`src/rtl/sabd_pkg.sv`:
```
// Shared types, constants and helpers for the sliding-window checksum digest.
// Used by every module of the block; depends on nothing else.
package sabd_pkg;

    localparam int MAX_WORDS  = 64;
    localparam int WORDS_W    = 7;
    localparam int IDX_W      = 6;
    localparam int DWORD_W    = 32;
    localparam int SUM_W      = 16;
    localparam int BITPOS_W   = 5;
    localparam int QUO_W      = 2 * SUM_W - BITPOS_W;
    localparam int DIV_STEP   = 4;
    localparam int DIV_CYCLES = (QUO_W + DIV_STEP - 1) / DIV_STEP;
    localparam int DIV_W      = DIV_CYCLES * DIV_STEP;
    localparam int DIV_CNT_W  = $clog2(DIV_CYCLES);
    localparam int Q_DEPTH    = 4;
    localparam int Q_PTR_W    = $clog2(Q_DEPTH);
    localparam int Q_CNT_W    = $clog2(Q_DEPTH + 1);

    localparam logic [WORDS_W-1:0] WORDS_RESET = WORDS_W'(MAX_WORDS);

    // One queued job for the back end: an optional bit set and an optional emit.
    typedef struct packed {
        logic                   hash;
        logic                   last;
        logic [2*SUM_W-1:0]     sum;
        logic [WORDS_W-1:0]     words;
    } t_cmd;

    typedef enum logic [2:0] {
        ST_IDLE,
        ST_DIV,
        ST_SET_RD,
        ST_SET_WR,
        ST_EMIT_RD,
        ST_EMIT_OUT
    } t_back_state;

    // A size of zero acts as one word, anything above the store acts as the full store.
    function automatic logic [WORDS_W-1:0] clamp_words(input logic [WORDS_W-1:0] w);
        logic [WORDS_W-1:0] r;
        r = w;
        if (w == '0) begin
            r = WORDS_W'(1);
        end else if (w > WORDS_W'(MAX_WORDS)) begin
            r = WORDS_W'(MAX_WORDS);
        end
        return r;
    endfunction

endpackage

```
`src/rtl/sabd_queue.sv`:
```
// Small command queue between the byte front end and the digest back end.
// Depends on sabd_pkg for the command type and depth.
module sabd_queue (
    input  logic           i_clk,
    input  logic           i_rst_n,
    input  logic           i_push,
    input  sabd_pkg::t_cmd i_cmd,
    input  logic           i_pop,
    output logic           o_full,
    output logic           o_empty,
    output sabd_pkg::t_cmd o_head
);
    import sabd_pkg::*;

    t_cmd                r_mem [Q_DEPTH];
    logic [Q_PTR_W-1:0]  r_wr_ptr;
    logic [Q_PTR_W-1:0]  r_rd_ptr;
    logic [Q_CNT_W-1:0]  r_count;
    logic                do_push;
    logic                do_pop;

    assign o_full  = (r_count == Q_CNT_W'(Q_DEPTH));
    assign o_empty = (r_count == '0);
    assign o_head  = r_mem[r_rd_ptr];
    assign do_push = i_push && !o_full;
    assign do_pop  = i_pop && !o_empty;

    always_ff @(posedge i_clk) begin
        if (do_push) begin
            r_mem[r_wr_ptr] <= i_cmd;
        end
    end

    always_ff @(posedge i_clk) begin
        if (!i_rst_n) begin
            r_wr_ptr <= '0;
            r_rd_ptr <= '0;
            r_count  <= '0;
        end else begin
            if (do_push) begin
                r_wr_ptr <= r_wr_ptr + Q_PTR_W'(1);
            end
            if (do_pop) begin
                r_rd_ptr <= r_rd_ptr + Q_PTR_W'(1);
            end
            if (do_push && !do_pop) begin
                r_count <= r_count + Q_CNT_W'(1);
            end else if (do_pop && !do_push) begin
                r_count <= r_count - Q_CNT_W'(1);
            end
        end
    end

endmodule

```
`src/rtl/sabd_front.sv`:
```
// Byte front end: keeps the window and rolling sums, forms the checksum per byte
// and queues hash and emit jobs. Depends on sabd_pkg.
module sabd_front #(
    parameter int WINDOW = 4
) (
    input  logic                           i_clk,
    input  logic                           i_rst_n,
    input  logic                           i_valid,
    input  logic [7:0]                     i_data_byte,
    input  logic                           i_last_byte,
    input  logic [sabd_pkg::WORDS_W-1:0]   i_words,
    input  logic                           i_q_full,
    output logic                           o_stall,
    output logic                           o_push,
    output sabd_pkg::t_cmd                 o_cmd
);
    import sabd_pkg::*;

    localparam int HELD   = WINDOW - 1;
    localparam int SEEN_W = $clog2(WINDOW);

    logic [7:0]         r_win [HELD];
    logic [SEEN_W-1:0]  r_seen;
    logic [SUM_W-1:0]   r_s;
    logic [SUM_W-1:0]   r_t;
    logic [SUM_W-1:0]   lo;
    logic [SUM_W-1:0]   hi;
    logic [SUM_W-1:0]   drop;
    logic               accept;
    logic               full_window;

    // r_s is the plain sum of the held bytes, r_t their sum weighted WINDOW-1 down to 1
    // (oldest heaviest). Both sums stay far below 65521, so no reduction is needed.
    assign drop        = SUM_W'(r_win[0]);
    assign lo          = r_s + SUM_W'(i_data_byte);
    assign hi          = r_t + lo;
    assign full_window = (r_seen == SEEN_W'(HELD));
    assign accept      = i_valid && !i_q_full;

    assign o_stall     = i_q_full;
    assign o_push      = accept && (full_window || i_last_byte);
    assign o_cmd.hash  = full_window;
    assign o_cmd.last  = i_last_byte;
    assign o_cmd.sum   = {hi, lo};
    assign o_cmd.words = i_words;

    always_ff @(posedge i_clk) begin
        if (!i_rst_n) begin
            for (int i = 0; i < HELD; i++) begin
                r_win[i] <= '0;
            end
            r_seen <= '0;
            r_s    <= '0;
            r_t    <= '0;
        end else if (accept) begin
            if (i_last_byte) begin
                for (int i = 0; i < HELD; i++) begin
                    r_win[i] <= '0;
                end
                r_seen <= '0;
                r_s    <= '0;
                r_t    <= '0;
            end else begin
                for (int i = 0; i < HELD - 1; i++) begin
                    r_win[i] <= r_win[i+1];
                end
                r_win[HELD-1] <= i_data_byte;
                if (!full_window) begin
                    r_seen <= r_seen + SEEN_W'(1);
                end
                r_s <= lo - drop;
                r_t <= hi - SUM_W'(SUM_W'(WINDOW) * drop);
            end
        end
    end

endmodule

```
`src/rtl/sabd_back.sv`:
```
// Digest back end: reduces each checksum modulo the bit count with a radix-16
// remainder unit, sets the bit in the store and streams the digest out.
// Depends on sabd_pkg.
module sabd_back (
    input  logic                           i_clk,
    input  logic                           i_rst_n,
    input  logic                           i_q_empty,
    input  sabd_pkg::t_cmd                 i_q_head,
    output logic                           o_q_pop,
    output logic                           o_valid,
    input  logic                           i_stall,
    output logic [sabd_pkg::DWORD_W-1:0]   o_digest_word,
    output logic [sabd_pkg::IDX_W-1:0]     o_word_index,
    output logic                           o_last_word
);
    import sabd_pkg::*;

    t_back_state             r_state, n_state;
    t_cmd                    r_cmd, n_cmd;
    logic [DIV_W-1:0]        r_div_x, n_div_x;
    logic [IDX_W-1:0]        r_rem, n_rem;
    logic [DIV_CNT_W-1:0]    r_cnt, n_cnt;
    logic [IDX_W-1:0]        r_k, n_k;

    logic [DWORD_W-1:0]      mem [MAX_WORDS];
    logic [MAX_WORDS-1:0]    r_valid;
    logic [DWORD_W-1:0]      r_rd_data;
    logic                    r_rd_vld;
    logic [DWORD_W-1:0]      rd_word;

    logic                    mem_re;
    logic                    mem_we;
    logic [IDX_W-1:0]        mem_addr;
    logic [DWORD_W-1:0]      mem_wdata;
    logic                    clr_all;

    logic                    r_out_valid;
    logic [DWORD_W-1:0]      r_out_word;
    logic [IDX_W-1:0]        r_out_idx;
    logic                    r_out_last;
    logic                    out_free;
    logic                    out_load;
    logic                    k_is_last;

    logic [IDX_W-1:0]        step_rem;
    logic [DIV_W-1:0]        step_x;
    logic [WORDS_W-1:0]      step_t;

    assign rd_word   = r_rd_vld ? r_rd_data : '0;
    assign out_free  = !r_out_valid || !i_stall;
    assign k_is_last = ((WORDS_W'(r_k) + WORDS_W'(1)) == r_cmd.words);

    // Four restoring remainder steps per cycle, most significant bits first.
    always_comb begin
        step_rem = r_rem;
        step_x   = r_div_x;
        step_t   = '0;
        for (int j = 0; j < DIV_STEP; j++) begin
            step_t = {step_rem, step_x[DIV_W-1]};
            step_x = {step_x[DIV_W-2:0], 1'b0};
            if (step_t >= r_cmd.words) begin
                step_t = step_t - r_cmd.words;
            end
            step_rem = step_t[IDX_W-1:0];
        end
    end

    always_comb begin
        n_state   = r_state;
        n_cmd     = r_cmd;
        n_div_x   = r_div_x;
        n_rem     = r_rem;
        n_cnt     = r_cnt;
        n_k       = r_k;
        o_q_pop   = 1'b0;
        mem_re    = 1'b0;
        mem_we    = 1'b0;
        mem_addr  = r_rem;
        mem_wdata = rd_word | (DWORD_W'(1) << r_cmd.sum[BITPOS_W-1:0]);
        clr_all   = 1'b0;
        out_load  = 1'b0;
        case (r_state)
            ST_IDLE: begin
                if (!i_q_empty) begin
                    o_q_pop = 1'b1;
                    n_cmd   = i_q_head;
                    n_div_x = DIV_W'(i_q_head.sum[2*SUM_W-1:BITPOS_W]);
                    n_rem   = '0;
                    n_cnt   = '0;
                    n_k     = '0;
                    n_state = i_q_head.hash ? ST_DIV : ST_EMIT_RD;
                end
            end
            ST_DIV: begin
                n_div_x = step_x;
                n_rem   = step_rem;
                n_cnt   = r_cnt + DIV_CNT_W'(1);
                if (r_cnt == DIV_CNT_W'(DIV_CYCLES - 1)) begin
                    n_state = ST_SET_RD;
                end
            end
            ST_SET_RD: begin
                mem_re  = 1'b1;
                n_state = ST_SET_WR;
            end
            ST_SET_WR: begin
                mem_we  = 1'b1;
                n_state = r_cmd.last ? ST_EMIT_RD : ST_IDLE;
            end
            ST_EMIT_RD: begin
                mem_re   = 1'b1;
                mem_addr = r_k;
                n_state  = ST_EMIT_OUT;
            end
            ST_EMIT_OUT: begin
                mem_addr = r_k;
                if (out_free) begin
                    out_load = 1'b1;
                    if (k_is_last) begin
                        // Words past the current size are dropped as well.
                        clr_all = 1'b1;
                        n_state = ST_IDLE;
                    end else begin
                        n_k     = r_k + IDX_W'(1);
                        n_state = ST_EMIT_RD;
                    end
                end
            end
            default: begin
                n_state = ST_IDLE;
            end
        endcase
    end

    always_ff @(posedge i_clk) begin
        if (mem_we) begin
            mem[mem_addr] <= mem_wdata;
        end
        if (mem_re) begin
            r_rd_data <= mem[mem_addr];
        end
    end

    always_ff @(posedge i_clk) begin
        r_cmd   <= n_cmd;
        r_div_x <= n_div_x;
        r_rem   <= n_rem;
        r_cnt   <= n_cnt;
        r_k     <= n_k;
        if (out_load) begin
            r_out_word <= rd_word;
            r_out_idx  <= r_k;
            r_out_last <= k_is_last;
        end
    end

    always_ff @(posedge i_clk) begin
        if (!i_rst_n) begin
            r_state     <= ST_IDLE;
            r_valid     <= '0;
            r_rd_vld    <= 1'b0;
            r_out_valid <= 1'b0;
        end else begin
            r_state <= n_state;
            if (mem_re) begin
                r_rd_vld <= r_valid[mem_addr];
            end
            if (clr_all) begin
                r_valid <= '0;
            end else if (mem_we) begin
                r_valid[mem_addr] <= 1'b1;
            end
            if (out_load) begin
                r_out_valid <= 1'b1;
            end else if (!i_stall) begin
                r_out_valid <= 1'b0;
            end
        end
    end

    assign o_valid       = r_out_valid;
    assign o_digest_word = r_out_word;
    assign o_word_index  = r_out_idx;
    assign o_last_word   = r_out_last;

endmodule

```
`src/rtl/sliding_adler_bloom_digest.sv`:
```
// Top level of the sliding-window checksum digest: size register, front end,
// job queue and back end. Depends on sabd_pkg, sabd_front, sabd_queue, sabd_back.
//
//  channel | direction | handshake              | word
//  --------+-----------+------------------------+------------------------------------------
//  in      | into      | i_valid / o_stall      | i_data_byte, i_last_byte
//  out     | out of    | o_valid / i_stall      | o_digest_word, o_word_index, o_last_word
//  cfg     | into      | i_cfg_valid/o_cfg_ready| i_cfg_data (digest size in 32-bit words)
//
// A byte that completes no window and is not final queues no job for the back end.
// A byte that hashes costs the back end a queue pop, the remainder steps of the radix-16
// unit and a read-modify-write of the store; a 4-deep queue absorbs bursts.
// A final byte adds, for each digest word, a read of the store port and an output load.
// Reset is synchronous and needs no clearing pass; per-word valid bits empty the store.
// Input stalls only when the queue is full; output stalls hold the word in its register.
module sliding_adler_bloom_digest #(
    parameter int WINDOW = 4
) (
    input  logic                           i_clk,
    input  logic                           i_rst_n,
    input  logic                           i_valid,
    output logic                           o_stall,
    input  logic [7:0]                     i_data_byte,
    input  logic                           i_last_byte,
    output logic                           o_valid,
    input  logic                           i_stall,
    output logic [sabd_pkg::DWORD_W-1:0]   o_digest_word,
    output logic [sabd_pkg::IDX_W-1:0]     o_word_index,
    output logic                           o_last_word,
    input  logic                           i_cfg_valid,
    output logic                           o_cfg_ready,
    input  logic [sabd_pkg::WORDS_W-1:0]   i_cfg_data
);
    import sabd_pkg::*;

    logic [WORDS_W-1:0] r_digest_words;
    logic               q_push;
    logic               q_pop;
    logic               q_full;
    logic               q_empty;
    t_cmd               q_in;
    t_cmd               q_head;

    assign o_cfg_ready = 1'b1;

    always_ff @(posedge i_clk) begin
        if (!i_rst_n) begin
            r_digest_words <= WORDS_RESET;
        end else if (i_cfg_valid && o_cfg_ready) begin
            r_digest_words <= i_cfg_data;
        end
    end

    sabd_front #(
        .WINDOW (WINDOW)
    ) u_front (
        .i_clk       (i_clk),
        .i_rst_n     (i_rst_n),
        .i_valid     (i_valid),
        .i_data_byte (i_data_byte),
        .i_last_byte (i_last_byte),
        .i_words     (clamp_words(r_digest_words)),
        .i_q_full    (q_full),
        .o_stall     (o_stall),
        .o_push      (q_push),
        .o_cmd       (q_in)
    );

    sabd_queue u_queue (
        .i_clk   (i_clk),
        .i_rst_n (i_rst_n),
        .i_push  (q_push),
        .i_cmd   (q_in),
        .i_pop   (q_pop),
        .o_full  (q_full),
        .o_empty (q_empty),
        .o_head  (q_head)
    );

    sabd_back u_back (
        .i_clk         (i_clk),
        .i_rst_n       (i_rst_n),
        .i_q_empty     (q_empty),
        .i_q_head      (q_head),
        .o_q_pop       (q_pop),
        .o_valid       (o_valid),
        .i_stall       (i_stall),
        .o_digest_word (o_digest_word),
        .o_word_index  (o_word_index),
        .o_last_word   (o_last_word)
    );

endmodule

```
`config.mk`:
```
export PLATFORM = sky130hd
export DESIGN_NAME = sliding_adler_bloom_digest
export DESIGN_NICKNAME = d
export VERILOG_FILES = /design/src/rtl/sabd_pkg.sv /design/src/rtl/sabd_queue.sv /design/src/rtl/sabd_front.sv /design/src/rtl/sabd_back.sv /design/src/rtl/sliding_adler_bloom_digest.sv
export SDC_FILE = /design/constraint.sdc
export NUM_CORES = 2
export LEC_CHECK = 0
export ABC_AREA = 1
export BUFFER_PORTS_ARGS = -buffer_cell sky130_fd_sc_hd__buf_4
export CAP_MARGIN = 5
export CORE_MARGIN = 2
export CORE_UTILIZATION = 24
export DETAILED_ROUTE_END_ITERATION = 10
export PLACE_DENSITY = 0.39
export SLEW_MARGIN = 15
export SYNTH_ARGS = -nofsm -noshare
export SYNTH_HDL_FRONTEND = slang
export SYNTH_SLANG_ARGS = --single-unit
```
`constraint.sdc`:
```
create_clock -name i_clk -period 6.44 [get_ports i_clk]
set_input_delay 0.966 -clock i_clk [delete_from_list [all_inputs] [get_ports i_clk]]
set_output_delay 0.966 -clock i_clk [all_outputs]
set_load 0.02 [all_outputs]
```
==> metrics.csv <==
stage,metric,value,unit
floorplan,Starting Density,0.2409,
floorplan,Die W,647.7,um
drt,Remaining DRCs,0,
cells_and_area,Nets,8922,
worst_setup_path,CP max stage cell,edfxtp_1,
worst_setup_path,Required @ worst endpoint,7030,ps
worst_setup_path,Worst Setup SP,u_back.r_cmd[4],
global_route,vias in the first global route,63270,
global_route,All-Layer GR Usage,0.1711,
cts,CTS tree,yes,
cells_and_area,"most common cell after layout, fill and taps aside",nand2_1,
worst_setup_path,Reg2Reg Depth,32,
cts,Clock Tree Buf Depth,4,
cts,Clock Sinks,2482,
worst_hold_path,hold crit path type,in -> reg,
timing,final max-slew violation count,0,
drt,DRT Wirelength,367600,um
global_route,initial antenna violation count,32,
cts,TritonCTS buffer count,288,
place,IO buf count,61,
timing,Final WS setup,621.6,ps
cts,H-tree levels,5,
worst_setup_path,Startpoint Class,flop,
timing,slew of the pin with the lowest slew margin,1187,ps
global_route,GRT overflow,0,
floorplan,die area,419600,sq um
drt,Vias,65160,
timing,setup TNS,0,ps
synth,Synthesized Nets,8576,
worst_setup_path,crit-path leading delay family,compound AO/OA/AOI/OAI gates,
drt,Detail Route Antenna Nets,0,
cts,Worst-Skew Late Latency,940,ps
place,Detail Placement HPWL,220200,um
cells_and_area,most frequent cells in the layout,"nand2_1 (2829), edfxtp_1 (2363), nor2_1 (761), a21oi_1 (502), inv_1 (456)",
synth,YS warnings,0,
synth,simple-gate share of the synthesized area,0.1638,
place,worst slack at placement,164.5,ps
floorplan,Die Span Y,647.7,um
floorplan,row cnt,236,
global_route,largest net degree at the start of global routing,66,
worst_setup_path,reg2reg setup slack,620,ps
timing,Period minus WS final,5818,ps
worst_setup_path,Crit path depth,32,
place,RD Place Congestion,0.8182,
drt,Avg WL per Cell,25.31,um
power_and_ir_drop,Final Total Pwr,61.46,mW
power_and_ir_drop,power per cell area,518.7,nW/um^2
synth,Synth Area in XOR/XNOR,0.003258,
timing,Clock Skew,107.6,ps
synth,post-synthesis register bit count,2482,
worst_setup_path,critical setup path kind,reg -> reg,
worst_setup_path,Worst Path Arrival,6410,ps
drt,Pre-antenna DRT Iters,6,
synth,post-synthesis cell count,8470,
cells_and_area,Area growth syn-to-layout,19.13,%
power_and_ir_drop,peak supply drop,0.5611,mV
timing,relative slew slack,0.2059,
status,status,completed,
cts,CTS root buffer,clkbuf_16,
worst_setup_path,most frequent CP cell,ha_1,
worst_setup_path,critical path capture point,u_back.r_rem[4],
timing,"Period Utilization, post-route",0.9035,
worst_setup_path,Worst setup EP type,flop,
synth,mapped cell area,99460,sq um
job,max-cap violations,0,
worst_setup_path,crit path max fanout,10,
global_route,first-pass GRT wire length,506800,um
timing,final-report setup violation count,0,
worst_setup_path,Critical R2R Capture,u_back.r_rem[4],
floorplan,Core Box Area,412800,sq um
synth,post-synthesis sequential area ratio,0.7374,
synth,fraction of the mapped netlist area in compound gates,0.04967,
worst_hold_path,hold path cells,3,
synth,Adder-Cell Fraction of Synth Area,0.01137,
worst_setup_path,Crit path largest cell delay,410,ps
synth,mux contribution to synthesized area,0,
timing,final hold viol count,0,
worst_setup_path,RR Startpoint,u_back.r_cmd[4],
timing,RSZ-0062 raised after global routing,false,
cts,clk slew on worst S/H paths,70,ps
power_and_ir_drop,Leakage,43.55,nW
cells_and_area,layout cell share with drive strength beyond 1,0.1084,
drt,initial DRC count,6448,
timing,Max Freq,171.9,MHz
synth,"Avg Cell Area, Syn",11.74,sq um
worst_setup_path,CP bufs+invs,7,
drt,vias per cell,4.487,
synth,Yosys cell types,45,
floorplan,I/O pins,63,
cts,# hold bufs at CTS,0,
synth,largest family of logic cells by synthesized area,simple AND/OR/NAND/NOR gates,
-- cell usage after synthesis (all sizes together) --
| cell type | n | share of area |
|---|---|---|
| a22oi | 48 | 0.0036 |
| a32o | 4 | 0.00040 |
| o21a | 2 | 0.00015 |
| and2 | 4 | 0.00025 |
| xnor2 | 11 | 0.00097 |
| o21bai | 1 | 0.000076 |
| buf | 227 | 0.012 |
| a211oi | 3 | 0.00023 |
| xor2 | 26 | 0.0023 |
| fa | 9 | 0.0018 |
| ha | 76 | 0.0096 |
| o31ai | 1 | 0.000076 |
| nor2 | 830 | 0.031 |
| a21o | 4 | 0.00030 |
| nand2 | 2835 | 0.11 |
| inv | 479 | 0.018 |
| a31oi | 26 | 0.0016 |
| and3 | 2 | 0.00013 |
| a221oi | 2 | 0.00018 |
| a21oi | 503 | 0.025 |
| edfxtp | 2363 | 0.71 |
| a22o | 4 | 0.00035 |
| conb | 1 | 0.000038 |
| nand4 | 181 | 0.011 |
| o211ai | 1 | 0.000076 |
| nand3 | 202 | 0.010 |
| or2 | 20 | 0.0013 |
| o22ai | 17 | 0.0011 |
| dfxtp | 119 | 0.024 |
| clkinv | 3 | 0.00011 |
| nand3b | 2 | 0.00015 |
| nor3 | 25 | 0.0018 |
| o21ai | 315 | 0.016 |
| clkbuf | 124 | 0.0047 |
-- stage by stage --
step / hold slack (ps) / cells / utilization / area, sq um
floorplan: 432.2 / 8470 / - / 99460
global placement: 448.6 / 14000 / 0.2646 / 109200
detailed placement: 451.9 / 14000 / 0.2646 / 109200
CTS: 229.2 / 14520 / 0.2869 / 118400
global route: 267.7 / 14520 / 0.2870 / 118500
finish: 298.6 / 14520 / 0.2870 / 118500
-- power by group --
group	internal, mW	switching (mW)	total [mW]
clock network	9.39	6.86	16.3
registers	20.3	0.381	20.6
logic	7.10	17.5	24.6
-- metal layers --
layer	GRT usage	vias to the layer above	part of all wire
li1	-	29790	-
met1	0.2352	33160	0.45
met2	0.2841	1782	0.47
met3	0.02088	427	0.051
met4	0.04577	0	0.028
met5	0	-	0
-- repair_timing --
action,in CTS,in global routing
resized for setup,0,13
buffers inserted,0,1
endpoints found under the hold margin,0,0
setup endpoints to repair,0,6
-- kinds of logic (layout without fill, tap and decap cells) --
kind of cell | count (synthesis) | count (layout)
and+or+nand+nor | 4101 | 4101
DFF | 2482 | 2482
AOI/OAI and AO/OA | 931 | 931
buffers and inverters | 833 | 1405
adders and majority gates | 85 | 85
xor gates and xnor gates | 37 | 37
other | 1 | 7
-- flip-flops by register name (all words and copies together) (netlist names), 3 cells and up, named ones only --
| register | cells |
|---|---|
| r_digest_words | 7 |
| u_back.r_valid | 64 |
| u_front.r_t | 16 |
| u_back.r_state | 3 |
| u_back.r_div_x | 28 |
| u_queue.r_mem | 164 |
| u_back.r_cnt | 3 |
| u_back.o_word_index | 6 |
| u_back.r_cmd | 13 |
| u_queue.r_count | 3 |
| u_back.r_rem | 6 |
| u_back.r_rd_data | 32 |
| u_front.r_s | 16 |
| u_back.mem | 2048 |
| u_back.r_k | 6 |
| u_back.o_digest_word | 32 |
| u_front.r_win | 24 |
-- area by class of cell --
| type | instances | area (sq um) |
|---|---|---|
| inverters | 482 | 1869 |
| fillers | 42380 | 294300 |
| clock inverters | 136 | 1445 |
| well taps | 5474 | 6849 |
| diodes | 6 | 15.01 |
| flip-flops and latches | 2482 | 73340 |
| multi-input cells | 5155 | 23730 |
| clock buffers | 380 | 7770 |
| repair buffers | 407 | 3463 |
-- worst reg2reg max path: cells and delay by family, from the launching register on --
family                     cells  cell delay (ps)
and+or+nand+nor               10             1240
AOI/OAI and AO/OA             10             1630
adders and majority gates      4             1230
DFF                            1              410
buffers and inverters          7              830
xor gates and xnor gates       1              170
-- worst min path at each step --
stage,start,end
floorplan,u_front.r_s[0],u_front.r_s[0]
global placement,u_front.r_t[14],u_front.r_t[14]
detailed placement,u_front.r_t[14],u_front.r_t[14]
CTS,i_cfg_data[6],r_digest_words[6]
global route,i_cfg_data[6],r_digest_words[6]
finish,i_cfg_data[6],r_digest_words[6]
(Power assumes the default switching activity.)
